### config.mk
export PLATFORM = sky130hd
export DESIGN_NAME = keyword_operator_lexer_core_flat
export DESIGN_NICKNAME = d
export VERILOG_FILES = /design/src/hdl/kol_pkg.sv /design/src/hdl/kol_if.sv /design/src/hdl/kol_front.sv /design/src/hdl/kol_queue.sv /design/src/hdl/kol_back.sv /design/src/hdl/keyword_operator_lexer_core.sv /design/src/flat_wrapper.sv
export SDC_FILE = /design/constraint.sdc
export NUM_CORES = 1
export LEC_CHECK = 0
export BUFFER_PORTS_ARGS = -buffer_cell sky130_fd_sc_hd__buf_2
export CAP_MARGIN = 20
export CORE_ASPECT_RATIO = 0.7
export CORE_MARGIN = 2
export CORE_UTILIZATION = 60
export DETAILED_ROUTE_END_ITERATION = 8
export PLACE_DENSITY_LB_ADDON = 0.1
export SLEW_MARGIN = 25
export SYNTH_ARGS = -nofsm -noshare
export SYNTH_HDL_FRONTEND = slang
export SYNTH_SLANG_ARGS = --single-unit
export TNS_END_PERCENT = 100
### constraint.sdc
create_clock -name clk -period 13.6 [get_ports clk]
set_input_delay 0.68 -clock clk [delete_from_list [all_inputs] [get_ports clk]]
set_output_delay 0.68 -clock clk [all_outputs]
set_load 0.01 [all_outputs]
### src/hdl/kol_pkg.sv
package kol_pkg;

    localparam int TOKEN_CHARS_DEFAULT = 8;
    localparam int NUMBER_BITS_DEFAULT = 32;
    localparam int QUEUE_DEPTH_DEFAULT = 4;

    localparam logic [4:0] KIND_END     = 5'd0;
    localparam logic [4:0] KIND_BEGIN   = 5'd1;
    localparam logic [4:0] KIND_IF      = 5'd2;
    localparam logic [4:0] KIND_THEN    = 5'd3;
    localparam logic [4:0] KIND_WHILE   = 5'd4;
    localparam logic [4:0] KIND_DO      = 5'd5;
    localparam logic [4:0] KIND_ENDKW   = 5'd6;
    localparam logic [4:0] KIND_IDENT   = 5'd10;
    localparam logic [4:0] KIND_NUMBER  = 5'd11;
    localparam logic [4:0] KIND_COMMA   = 5'd12;
    localparam logic [4:0] KIND_PLUS    = 5'd13;
    localparam logic [4:0] KIND_MINUS   = 5'd14;
    localparam logic [4:0] KIND_TIMES   = 5'd15;
    localparam logic [4:0] KIND_SLASH   = 5'd16;
    localparam logic [4:0] KIND_COLON   = 5'd17;
    localparam logic [4:0] KIND_BECOMES = 5'd18;
    localparam logic [4:0] KIND_LT      = 5'd20;
    localparam logic [4:0] KIND_NE      = 5'd21;
    localparam logic [4:0] KIND_LE      = 5'd22;
    localparam logic [4:0] KIND_GT      = 5'd23;
    localparam logic [4:0] KIND_GE      = 5'd24;
    localparam logic [4:0] KIND_EQ      = 5'd25;
    localparam logic [4:0] KIND_SEMI    = 5'd26;
    localparam logic [4:0] KIND_LPAREN  = 5'd27;
    localparam logic [4:0] KIND_RPAREN  = 5'd28;
    localparam logic [4:0] KIND_ILLEGAL = 5'd31;

    localparam logic [63:0] TEXT_BEGIN = 64'h0000_006E_6967_6562;
    localparam logic [63:0] TEXT_IF    = 64'h0000_0000_0000_6669;
    localparam logic [63:0] TEXT_THEN  = 64'h0000_0000_6E65_6874;
    localparam logic [63:0] TEXT_WHILE = 64'h0000_0065_6C69_6877;
    localparam logic [63:0] TEXT_DO    = 64'h0000_0000_0000_6F64;
    localparam logic [63:0] TEXT_END   = 64'h0000_0000_0064_6E65;

    typedef enum logic [2:0] {
        MODE_IDLE,
        MODE_IDENT,
        MODE_NUM,
        MODE_BADNUM,
        MODE_LT,
        MODE_GT,
        MODE_COLON
    } mode_t;

    typedef struct packed {
        logic [4:0]  kind;
        logic [63:0] text;
        logic [3:0]  length;
        logic        truncated;
        logic [31:0] number;
        logic [15:0] line;
    } token_t;

    typedef struct packed {
        token_t first;
        token_t second;
        logic   two;
    } entry_t;

    function automatic logic [4:0] keyword_kind(input logic [63:0] text,
                                                input logic [3:0] len,
                                                input logic ovf);
        logic [4:0] kind;
        kind = KIND_IDENT;
        if (!ovf)
        begin
            if (len == 4'd5 && text == TEXT_BEGIN) kind = KIND_BEGIN;
            if (len == 4'd2 && text == TEXT_IF)    kind = KIND_IF;
            if (len == 4'd4 && text == TEXT_THEN)  kind = KIND_THEN;
            if (len == 4'd5 && text == TEXT_WHILE) kind = KIND_WHILE;
            if (len == 4'd2 && text == TEXT_DO)    kind = KIND_DO;
            if (len == 4'd3 && text == TEXT_END)   kind = KIND_ENDKW;
        end
        return kind;
    endfunction

    function automatic logic [4:0] single_kind(input logic [7:0] c);
        logic [4:0] kind;
        case (c)
            8'h2C:   kind = KIND_COMMA;
            8'h2B:   kind = KIND_PLUS;
            8'h2D:   kind = KIND_MINUS;
            8'h2A:   kind = KIND_TIMES;
            8'h2F:   kind = KIND_SLASH;
            8'h3D:   kind = KIND_EQ;
            8'h3B:   kind = KIND_SEMI;
            8'h28:   kind = KIND_LPAREN;
            8'h29:   kind = KIND_RPAREN;
            default: kind = KIND_ILLEGAL;
        endcase
        return kind;
    endfunction

endpackage

### src/hdl/kol_if.sv
interface kol_char_if;
    logic       valid;
    logic       ready;
    logic [7:0] char_in;

    modport source (output valid, output char_in, input ready);
    modport sink (input valid, input char_in, output ready);
endinterface

interface kol_token_if;
    logic        valid;
    logic        ready;
    logic [4:0]  token_kind;
    logic [63:0] token_text;
    logic [3:0]  token_length;
    logic        text_truncated;
    logic [31:0] number_value;
    logic [15:0] line_number;
    logic        last_of_run;

    modport source (output valid, output token_kind, output token_text, output token_length,
                    output text_truncated, output number_value, output line_number,
                    output last_of_run, input ready);
    modport sink (input valid, input token_kind, input token_text, input token_length,
                  input text_truncated, input number_value, input line_number,
                  input last_of_run, output ready);
endinterface

### src/hdl/kol_front.sv
module kol_front #(
    parameter int TOKEN_CHARS = kol_pkg::TOKEN_CHARS_DEFAULT,
    parameter int NUMBER_BITS = kol_pkg::NUMBER_BITS_DEFAULT
) (
    input  logic            clk,
    input  logic            rst_n,
    kol_char_if.sink        char_stream,
    output logic            push_valid,
    input  logic            push_ready,
    output kol_pkg::entry_t push_entry
);

    localparam int CW = $clog2(TOKEN_CHARS + 1);
    localparam int BW = 8 * TOKEN_CHARS;
    localparam logic [NUMBER_BITS-1:0] NUM_MAX = {NUMBER_BITS{1'b1}};

    localparam logic [7:0] CH_TAB   = 8'h09;
    localparam logic [7:0] CH_LF    = 8'h0A;
    localparam logic [7:0] CH_CR    = 8'h0D;
    localparam logic [7:0] CH_SPACE = 8'h20;
    localparam logic [7:0] CH_HASH  = 8'h23;
    localparam logic [7:0] CH_COLON = 8'h3A;
    localparam logic [7:0] CH_LT    = 8'h3C;
    localparam logic [7:0] CH_EQ    = 8'h3D;
    localparam logic [7:0] CH_GT    = 8'h3E;

    kol_pkg::mode_t         mode_reg, mode_next;
    logic [BW-1:0]          buf_reg, buf_next, add_buf;
    logic [CW-1:0]          count_reg, count_next, add_count;
    logic                   ovf_reg, ovf_next, add_ovf;
    logic [NUMBER_BITS-1:0] accum_reg, accum_next, accum_digit;
    logic [NUMBER_BITS+3:0] accum_prod;
    logic [15:0]            line_reg, line_next;

    logic [7:0]      c;
    logic            fire, is_letter, is_digit, alnum, phase2;
    logic            tok_a_valid, tok_b_valid;
    kol_pkg::token_t tok_a, tok_b, pend;
    logic [63:0]     pend_num;

    assign c         = char_stream.char_in;
    assign fire      = char_stream.valid && char_stream.ready;
    assign char_stream.ready = push_ready;
    assign is_letter = c inside {[8'h61:8'h7A], [8'h41:8'h5A]};
    assign is_digit  = c inside {[8'h30:8'h39]};
    assign alnum     = is_letter || is_digit;

    // append one character to the token text
    always_comb
    begin
        add_buf   = buf_reg;
        add_count = count_reg;
        add_ovf   = ovf_reg;
        if (count_reg < CW'(TOKEN_CHARS))
        begin
            for (int i = 0; i < TOKEN_CHARS; i++)
            begin
                if (count_reg == CW'(i))
                begin
                    add_buf[8*i +: 8] = c;
                end
            end
            add_count = count_reg + 1'b1;
        end
        else
        begin
            add_ovf = 1'b1;
        end
    end

    // saturating decimal accumulate
    always_comb
    begin
        accum_prod  = ({4'b0, accum_reg} << 3) + ({4'b0, accum_reg} << 1)
                      + (NUMBER_BITS + 4)'(c[3:0]);
        accum_digit = (accum_prod > (NUMBER_BITS + 4)'(NUM_MAX)) ? NUM_MAX
                                                                 : accum_prod[NUMBER_BITS-1:0];
    end

    assign pend_num = 64'(accum_reg);

    always_comb
    begin
        pend           = '0;
        pend.text      = 64'(buf_reg);
        pend.length    = 4'(count_reg);
        pend.truncated = ovf_reg;
        pend.line      = line_reg;
    end

    // next scan mode
    always_comb
    begin
        mode_next = kol_pkg::MODE_IDLE;
        phase2    = 1'b1;
        case (mode_reg)
            kol_pkg::MODE_IDENT:
            begin
                if (alnum)
                begin
                    mode_next = kol_pkg::MODE_IDENT;
                    phase2    = 1'b0;
                end
            end
            kol_pkg::MODE_NUM:
            begin
                if (is_digit)
                begin
                    mode_next = kol_pkg::MODE_NUM;
                    phase2    = 1'b0;
                end
                else if (is_letter)
                begin
                    mode_next = kol_pkg::MODE_BADNUM;
                    phase2    = 1'b0;
                end
            end
            kol_pkg::MODE_BADNUM:
            begin
                if (alnum)
                begin
                    mode_next = kol_pkg::MODE_BADNUM;
                    phase2    = 1'b0;
                end
            end
            kol_pkg::MODE_LT:
            begin
                if (c inside {CH_GT, CH_EQ})
                begin
                    phase2 = 1'b0;
                end
            end
            kol_pkg::MODE_GT, kol_pkg::MODE_COLON:
            begin
                if (c == CH_EQ)
                begin
                    phase2 = 1'b0;
                end
            end
            default:
            begin
                phase2 = 1'b1;
            end
        endcase
        if (phase2)
        begin
            if (is_letter)
                mode_next = kol_pkg::MODE_IDENT;
            else if (is_digit)
                mode_next = kol_pkg::MODE_NUM;
            else if (c == CH_LT)
                mode_next = kol_pkg::MODE_LT;
            else if (c == CH_GT)
                mode_next = kol_pkg::MODE_GT;
            else if (c == CH_COLON)
                mode_next = kol_pkg::MODE_COLON;
        end
    end

    // tokens and datapath
    always_comb
    begin
        tok_a       = pend;
        tok_b       = '0;
        tok_b.line  = line_reg;
        tok_a_valid = 1'b0;
        tok_b_valid = 1'b0;
        buf_next    = buf_reg;
        count_next  = count_reg;
        ovf_next    = ovf_reg;
        accum_next  = accum_reg;
        line_next   = line_reg;
        case (mode_reg)
            kol_pkg::MODE_IDENT:
            begin
                if (alnum)
                begin
                    buf_next   = add_buf;
                    count_next = add_count;
                    ovf_next   = add_ovf;
                end
                else
                begin
                    tok_a_valid = 1'b1;
                    tok_a.kind  = kol_pkg::keyword_kind(pend.text, pend.length, ovf_reg);
                end
            end
            kol_pkg::MODE_NUM:
            begin
                if (alnum)
                begin
                    buf_next   = add_buf;
                    count_next = add_count;
                    ovf_next   = add_ovf;
                    if (is_digit)
                        accum_next = accum_digit;
                end
                else
                begin
                    tok_a_valid  = 1'b1;
                    tok_a.kind   = kol_pkg::KIND_NUMBER;
                    tok_a.number = pend_num[31:0];
                end
            end
            kol_pkg::MODE_BADNUM:
            begin
                if (alnum)
                begin
                    buf_next   = add_buf;
                    count_next = add_count;
                    ovf_next   = add_ovf;
                end
                else
                begin
                    tok_a_valid = 1'b1;
                    tok_a.kind  = kol_pkg::KIND_ILLEGAL;
                end
            end
            kol_pkg::MODE_LT:
            begin
                tok_a_valid     = 1'b1;
                tok_a.truncated = 1'b0;
                if (c inside {CH_GT, CH_EQ})
                begin
                    tok_a.kind   = (c == CH_GT) ? kol_pkg::KIND_NE : kol_pkg::KIND_LE;
                    tok_a.text   = {48'b0, c, CH_LT};
                    tok_a.length = 4'd2;
                end
                else
                begin
                    tok_a.kind   = kol_pkg::KIND_LT;
                    tok_a.text   = {56'b0, CH_LT};
                    tok_a.length = 4'd1;
                end
            end
            kol_pkg::MODE_GT, kol_pkg::MODE_COLON:
            begin
                tok_a_valid     = 1'b1;
                tok_a.truncated = 1'b0;
                if (c == CH_EQ)
                begin
                    tok_a.kind   = (mode_reg == kol_pkg::MODE_GT) ? kol_pkg::KIND_GE
                                                                  : kol_pkg::KIND_BECOMES;
                    tok_a.text   = {48'b0, CH_EQ,
                                    (mode_reg == kol_pkg::MODE_GT) ? CH_GT : CH_COLON};
                    tok_a.length = 4'd2;
                end
                else
                begin
                    tok_a.kind   = (mode_reg == kol_pkg::MODE_GT) ? kol_pkg::KIND_GT
                                                                  : kol_pkg::KIND_COLON;
                    tok_a.text   = {56'b0, (mode_reg == kol_pkg::MODE_GT) ? CH_GT : CH_COLON};
                    tok_a.length = 4'd1;
                end
            end
            default:
            begin
                tok_a_valid = 1'b0;
            end
        endcase
        if (phase2)
        begin
            if (c inside {CH_SPACE, CH_TAB, CH_CR})
            begin
                line_next = line_reg;
            end
            else if (c == CH_LF)
            begin
                if (line_reg != 16'hFFFF)
                    line_next = line_reg + 16'd1;
            end
            else if (alnum)
            begin
                buf_next   = BW'(c);
                count_next = CW'(1);
                ovf_next   = 1'b0;
                accum_next = is_digit ? NUMBER_BITS'(c[3:0]) : '0;
            end
            else if (c inside {CH_LT, CH_GT, CH_COLON})
            begin
                line_next = line_reg;
            end
            else
            begin
                tok_b_valid  = 1'b1;
                tok_b.text   = {56'b0, c};
                tok_b.length = 4'd1;
                if (c == CH_HASH)
                begin
                    tok_b.kind = kol_pkg::KIND_END;
                    line_next  = 16'd0;
                end
                else
                begin
                    tok_b.kind = kol_pkg::single_kind(c);
                end
            end
        end
    end

    assign push_valid        = fire && (tok_a_valid || tok_b_valid);
    assign push_entry.first  = tok_a_valid ? tok_a : tok_b;
    assign push_entry.second = tok_b;
    assign push_entry.two    = tok_a_valid && tok_b_valid;

    always_ff @(posedge clk or negedge rst_n)
    begin
        if (!rst_n)
        begin
            mode_reg  <= kol_pkg::MODE_IDLE;
            buf_reg   <= '0;
            count_reg <= '0;
            ovf_reg   <= 1'b0;
            accum_reg <= '0;
            line_reg  <= '0;
        end
        else if (fire)
        begin
            mode_reg  <= mode_next;
            buf_reg   <= buf_next;
            count_reg <= count_next;
            ovf_reg   <= ovf_next;
            accum_reg <= accum_next;
            line_reg  <= line_next;
        end
    end

    a_push_has_room: assert property (@(posedge clk) disable iff (!rst_n)
        push_valid |-> push_ready)
        else $error("push into full queue");

    a_hash_clears_line: assert property (@(posedge clk) disable iff (!rst_n)
        fire && c == CH_HASH |=> line_reg == 16'd0)
        else $error("line count not cleared by end mark");

    a_text_count_bound: assert property (@(posedge clk) disable iff (!rst_n)
        count_reg <= CW'(TOKEN_CHARS))
        else $error("text count beyond buffer");

endmodule

### src/hdl/kol_queue.sv
module kol_queue #(
    parameter int DEPTH = kol_pkg::QUEUE_DEPTH_DEFAULT
) (
    input  logic            clk,
    input  logic            rst_n,
    input  logic            push_valid,
    output logic            push_ready,
    input  kol_pkg::entry_t push_entry,
    output logic            pop_valid,
    input  logic            pop_ready,
    output kol_pkg::entry_t pop_entry
);

    localparam int PW = (DEPTH > 1) ? $clog2(DEPTH) : 1;
    localparam int CW = $clog2(DEPTH + 1);

    kol_pkg::entry_t slots [DEPTH];
    logic [PW-1:0]   wr_reg, rd_reg;
    logic [CW-1:0]   count_reg;
    logic            do_push, do_pop;

    assign push_ready = (count_reg != CW'(DEPTH));
    assign pop_valid  = (count_reg != '0);
    assign pop_entry  = slots[rd_reg];
    assign do_push    = push_valid && push_ready;
    assign do_pop     = pop_valid && pop_ready;

    always_ff @(posedge clk)
    begin
        if (do_push)
        begin
            slots[wr_reg] <= push_entry;
        end
    end

    always_ff @(posedge clk or negedge rst_n)
    begin
        if (!rst_n)
        begin
            wr_reg    <= '0;
            rd_reg    <= '0;
            count_reg <= '0;
        end
        else
        begin
            if (do_push)
                wr_reg <= (wr_reg == PW'(DEPTH - 1)) ? '0 : wr_reg + 1'b1;
            if (do_pop)
                rd_reg <= (rd_reg == PW'(DEPTH - 1)) ? '0 : rd_reg + 1'b1;
            if (do_push && !do_pop)
                count_reg <= count_reg + 1'b1;
            else if (do_pop && !do_push)
                count_reg <= count_reg - 1'b1;
        end
    end

    a_count_bound: assert property (@(posedge clk) disable iff (!rst_n)
        count_reg <= CW'(DEPTH))
        else $error("queue count overflow");

endmodule

### src/hdl/kol_back.sv
module kol_back (
    input  logic            clk,
    input  logic            rst_n,
    input  logic            pop_valid,
    output logic            pop_ready,
    input  kol_pkg::entry_t pop_entry,
    kol_token_if.source     token_stream
);

    kol_pkg::entry_t cur_reg;
    logic            valid_reg, sel_reg;
    logic            fire, finish, load;
    kol_pkg::token_t tok;

    assign fire      = valid_reg && token_stream.ready;
    assign finish    = fire && (sel_reg || !cur_reg.two);
    assign pop_ready = !valid_reg || finish;
    assign load      = pop_ready && pop_valid;
    assign tok       = sel_reg ? cur_reg.second : cur_reg.first;

    assign token_stream.valid          = valid_reg;
    assign token_stream.token_kind     = tok.kind;
    assign token_stream.token_text     = tok.text;
    assign token_stream.token_length   = tok.length;
    assign token_stream.text_truncated = tok.truncated;
    assign token_stream.number_value   = tok.number;
    assign token_stream.line_number    = tok.line;
    assign token_stream.last_of_run    = sel_reg || !cur_reg.two;

    always_ff @(posedge clk)
    begin
        if (load)
        begin
            cur_reg <= pop_entry;
        end
    end

    always_ff @(posedge clk or negedge rst_n)
    begin
        if (!rst_n)
        begin
            valid_reg <= 1'b0;
            sel_reg   <= 1'b0;
        end
        else if (load)
        begin
            valid_reg <= 1'b1;
            sel_reg   <= 1'b0;
        end
        else if (finish)
        begin
            valid_reg <= 1'b0;
            sel_reg   <= 1'b0;
        end
        else if (fire)
        begin
            sel_reg <= 1'b1;
        end
    end

    a_second_needs_pair: assert property (@(posedge clk) disable iff (!rst_n)
        valid_reg && sel_reg |-> cur_reg.two)
        else $error("second word selected without a pair");

    a_first_then_second: assert property (@(posedge clk) disable iff (!rst_n)
        fire && !sel_reg && cur_reg.two |=> valid_reg && sel_reg)
        else $error("second word of a pair lost");

endmodule

### src/hdl/keyword_operator_lexer_core.sv
// Lexer core: takes one ASCII character word per cycle on char_stream and emits token words
// on token_stream. The front lexer classifies each character as it is taken and pushes
// the one or two tokens it causes, if any, as one entry into a QUEUE_DEPTH-entry queue;
// the back sequencer drains the queue and shows one token word per cycle while the sink
// is ready, the two words of a pair in order, with last_of_run marking the final word of
// each character. A token passes through a queue slot and then the back register cur_reg.
// Input is taken every cycle while the queue has room, so the rate is one character per
// cycle and drops only when characters that end a pending token and are tokens themselves
// arrive faster than the one-word-per-cycle output drains them, or when the sink stalls.
// Text holds TOKEN_CHARS characters and numbers saturate at 2^NUMBER_BITS-1.
module keyword_operator_lexer_core #(
    parameter int TOKEN_CHARS = kol_pkg::TOKEN_CHARS_DEFAULT,
    parameter int NUMBER_BITS = kol_pkg::NUMBER_BITS_DEFAULT,
    parameter int QUEUE_DEPTH = kol_pkg::QUEUE_DEPTH_DEFAULT
) (
    input  logic        clk,
    input  logic        rst_n,
    kol_char_if.sink    char_stream,
    kol_token_if.source token_stream
);

    logic            push_valid, push_ready, pop_valid, pop_ready;
    kol_pkg::entry_t push_entry, pop_entry;

    kol_front #(
        .TOKEN_CHARS (TOKEN_CHARS),
        .NUMBER_BITS (NUMBER_BITS)
    ) u_front (
        .clk         (clk),
        .rst_n       (rst_n),
        .char_stream (char_stream),
        .push_valid  (push_valid),
        .push_ready  (push_ready),
        .push_entry  (push_entry)
    );

    kol_queue #(
        .DEPTH (QUEUE_DEPTH)
    ) u_queue (
        .clk        (clk),
        .rst_n      (rst_n),
        .push_valid (push_valid),
        .push_ready (push_ready),
        .push_entry (push_entry),
        .pop_valid  (pop_valid),
        .pop_ready  (pop_ready),
        .pop_entry  (pop_entry)
    );

    kol_back u_back (
        .clk          (clk),
        .rst_n        (rst_n),
        .pop_valid    (pop_valid),
        .pop_ready    (pop_ready),
        .pop_entry    (pop_entry),
        .token_stream (token_stream)
    );

endmodule
### src/flat_wrapper.sv
// flat-port wrapper written by rule: the top's interface ports become plain ports
module keyword_operator_lexer_core_flat 
#(
    parameter int TOKEN_CHARS = kol_pkg::TOKEN_CHARS_DEFAULT,
    parameter int NUMBER_BITS = kol_pkg::NUMBER_BITS_DEFAULT,
    parameter int QUEUE_DEPTH = kol_pkg::QUEUE_DEPTH_DEFAULT
)
  (clk, rst_n, char_stream_valid, char_stream_char_in, char_stream_ready, token_stream_valid, token_stream_token_kind, token_stream_token_text, token_stream_token_length, token_stream_text_truncated, token_stream_number_value, token_stream_line_number, token_stream_last_of_run, token_stream_ready);
  kol_char_if char_stream_i ();
  kol_token_if token_stream_i ();
  input  logic clk;
  input  logic rst_n;
  input wire logic [$bits(char_stream_i.valid)-1:0] char_stream_valid;
  input wire logic [$bits(char_stream_i.char_in)-1:0] char_stream_char_in;
  output wire logic [$bits(char_stream_i.ready)-1:0] char_stream_ready;
  output wire logic [$bits(token_stream_i.valid)-1:0] token_stream_valid;
  output wire logic [$bits(token_stream_i.token_kind)-1:0] token_stream_token_kind;
  output wire logic [$bits(token_stream_i.token_text)-1:0] token_stream_token_text;
  output wire logic [$bits(token_stream_i.token_length)-1:0] token_stream_token_length;
  output wire logic [$bits(token_stream_i.text_truncated)-1:0] token_stream_text_truncated;
  output wire logic [$bits(token_stream_i.number_value)-1:0] token_stream_number_value;
  output wire logic [$bits(token_stream_i.line_number)-1:0] token_stream_line_number;
  output wire logic [$bits(token_stream_i.last_of_run)-1:0] token_stream_last_of_run;
  input wire logic [$bits(token_stream_i.ready)-1:0] token_stream_ready;
  assign char_stream_i.valid = char_stream_valid;
  assign char_stream_i.char_in = char_stream_char_in;
  assign char_stream_ready = char_stream_i.ready;
  assign token_stream_valid = token_stream_i.valid;
  assign token_stream_token_kind = token_stream_i.token_kind;
  assign token_stream_token_text = token_stream_i.token_text;
  assign token_stream_token_length = token_stream_i.token_length;
  assign token_stream_text_truncated = token_stream_i.text_truncated;
  assign token_stream_number_value = token_stream_i.number_value;
  assign token_stream_line_number = token_stream_i.line_number;
  assign token_stream_last_of_run = token_stream_i.last_of_run;
  assign token_stream_i.ready = token_stream_ready;
  keyword_operator_lexer_core #(.TOKEN_CHARS(TOKEN_CHARS), .NUMBER_BITS(NUMBER_BITS), .QUEUE_DEPTH(QUEUE_DEPTH)) u_core (.clk(clk), .rst_n(rst_n), .char_stream(char_stream_i), .token_stream(token_stream_i));
endmodule
==> qor.yml <==
syn_to_final_growth_pct: 11.4
synth_edf_count: 685
die_w_um: 290
critPathSlowestCell: "a2111oi_4"
drv_slew: 0
std_cell_rows: 73
h-tree-depth: 3
multi_input_area_um2: 10000
drv_cap: 0
power.density_nw_per_um2: 202
io_buffer_count: 136
cp_max_fo: 66
cp_cell_sequence: "nor2_1 > o32ai_4 > a2111oi_4 > inv_2 > a21oi_2 > and2_4 > buf_4"
synthMuxAreaShare: 0.0982
path_buf_inv: 2
cp.required_ns: 13.84
clock_path_buffers: 3
drtIter0Drc: 1728
setup_viol: 0
synth_adder_area_share: 0.0294
grt_max_degree: 83
io_pins: 137
wire_per_inst_um: 24.5
seq_area_frac_synth: 0.692
first_pass_iters: 6
cp.arrival_ns: 5.09
critPathTopFamily: "compound AO/OA/AOI/OAI gates"
cts_tree: "done"
synth_top_area_cell: "edfxtp_1"
cts_buffers: 75
finClkSkew_ns: 0.0193
grt_pass1_wl_um: 114000
fin_nets: 2300
die_h_um: 204
timing.rr.start: "u_core.u_front.mode_reg[0]$_DFFE_PN0P_"
syn_area_um2: 34400
finalSetupTns_ns: 0
rsz0062_at_grt: "false"
synth-xor-area-share: 0.0115
gp_congestion: 0.918
synth_top_family_by_area: "multiplexers"
drt.antenna.violating_nets: 0
stdcell_area_um2: 38300
cts_root_buf: "clkbuf_16"
dp_worst_setup_slack_ns: 8.36
routed_via_density: 6.29
seq_area_um2: 23800
syn_inst: 2094
relSlewSlack: 0.308
grt_use_total: 0.256
cts.sinks: 814
status: "finished clean"
synth_fp_nets: 2185
clk_pin_slew_ns: 0.06
layout_min_cycle_time_ns: 4.85
synth-async-reset-ratio: 0.158
setup.worst_path.start: "u_core.u_front.mode_reg[0]$_DFFE_PN0P_"
synth_cell_type_count: 94
leakage_nw: 14.2
synthSimpleGateAreaFrac: 0.0881
timing.final.ws_setup_ns: 8.75
worstSetupEndpointType: "flop"
utilization: 0.675
post_cts_buffers: 0
synthTopCellsByArea: "edfxtp_1 60%, dfrtp_1 9.4%, mux4_2 9.0%, ha_1 2.8%, nor2b_1 1.8%"
core-area_um2: 56700
grt_pass1_vias: 18900
ir_drop_mv: 0.116
placed_area_um2: 35700
post-dp-hpwl_um: 46100
syn_avg_cell_area_um2: 16.4
tightest_slew_ns: 1.04
finalCritPeriodShare: 0.357
drt_wl_total_um: 74000
hold_path.class: "in -> async"
max_clock_freq_ghz: 0.206
vias: 19000
postCtsResizedCells: 0
crit_path_max_incr_delay_ns: 0.97
cp-start-kind: "flop"
grt_antenna_before_repair: 5
yosysWarningCount: 0
synth_compound_area_frac: 0.0629
synth_top_area_share: 0.598
drc: 0
criticalPathCategory: "reg -> reg"
n_fill_cell: 3775
clk_latency_ns: 0.63
ys.flop_type: "edfxtp_1"
cts_hold_buf: 0
hold_viol_final: 0
synth_seq_cells: 814
die_area_um2: 59300
grt_remaining_overflow: 0
largest_reg_flops: 548
start_util: 0.606
drive_gt1_frac: 0.216
kinds of logic after synthesis:
family | after synthesis
AO/OA/AOI/OAI | 314
XOR/XNOR | 45
adder cells (fa/ha/maj) | 79
buffers and inverters | 151
flip-flops | 814
multiplexers | 163
AND/OR/NAND/NOR | 528
synthesized netlist by cell type, types with 5 or more instances:
cell / number
a21o_1: 11
a21oi_1: 84
a221oi_1: 5
a22o_1: 49
a31oi_1: 10
and2_1: 57
and3_1: 70
buf_1: 20
buf_2: 10
clkbuf_1: 89
dfrtp_1: 129
edfxtp_1: 685
ha_1: 76
inv_1: 27
mux2_2: 24
mux4_2: 137
nand2_1: 82
nand2b_1: 9
nand3_1: 24
nand3b_1: 5
nand4_1: 20
nor2_1: 74
nor2b_1: 98
nor3_1: 24
nor4_1: 17
o211ai_1: 8
o21a_1: 5
o21ai_0: 74
o21ai_1: 6
or2_2: 6
or3_1: 7
xnor2_1: 23
xor2_1: 22
metal layers:
| metal | share of wire | GRT usage |
|---|---|---|
| met1 | 0.48 | 0.412 |
| met4 | 0.019 | 0.0705 |
| met5 | 0 | 0 |
| met3 | 0.064 | 0.0413 |
| met2 | 0.43 | 0.364 |
path summary, 6_finish.rpt:
kind                       slack, ns                                       to  depth (start not counted)
setup / recovery                8.75   u_core.u_queue.slots[1][167]$_DFFE_PP_                          7
hold / removal                  0.11     u_core.u_queue.rd_reg[0]$_DFFE_PN0P_                          1
setup reg to reg                8.75   u_core.u_queue.slots[1][167]$_DFFE_PP_                          7
hold reg to reg                 0.49  u_core.u_queue.count_reg[2]$_DFFE_PN0P_                          1
max in group asynchronous      12.12        u_core.u_back.sel_reg$_DFFE_PN0P_                          2
min in group clk                0.39        u_core.u_back.sel_reg$_DFFE_PN0P_                          4
report_power, final:
part	leakage, nW	internal (mW)	switching (mW)
registers	8.18	3.41	0.239
clock network	1.24	1.25	0.907
logic	4.79	0.819	1.11
total	14.2	5.48	2.26
metrics by stage:
step           hold WS, ns  std cells  power [mW]
5_1_grt              0.150       3024        8.09
6_report             0.112       3024        7.74
3_5_place_dp         0.487       2882        5.66
2_1_floorplan        0.384       2094        5.02
3_3_place_gp         0.485       2881        5.61
4_1_cts              0.128       3020        7.82
cell type report:
class                           count  share of cell area
Tap cell                          750              0.0245
Clock buffer                       95              0.0535
Multi-Input combinational cell   1129               0.261
Sequential cell                   814               0.622
Inverter                           28             0.00274
Clock inverter                     43              0.0126
Antenna cell                        4            0.000261
Timing Repair Buffer              161              0.0233
layout by cell type (no fill, tap or decap), types with 20 or more instances in the layout:
master	count
edfxtp_1	685
clkbuf_16	78
o21ai_0	74
dfrtp_1	126
and2_1	53
nand2_1	81
ha_1	76
a21oi_1	83
mux4_2	137
buf_4	21
inv_1	27
nor3_1	23
nand4_1	20
xnor2_1	23
nand3_1	24
a22o_1	49
buf_2	135
and3_1	70
nor2b_1	98
nor2_1	73
xor2_1	22
mux2_2	24
Power figures use the tool's default switching activity.
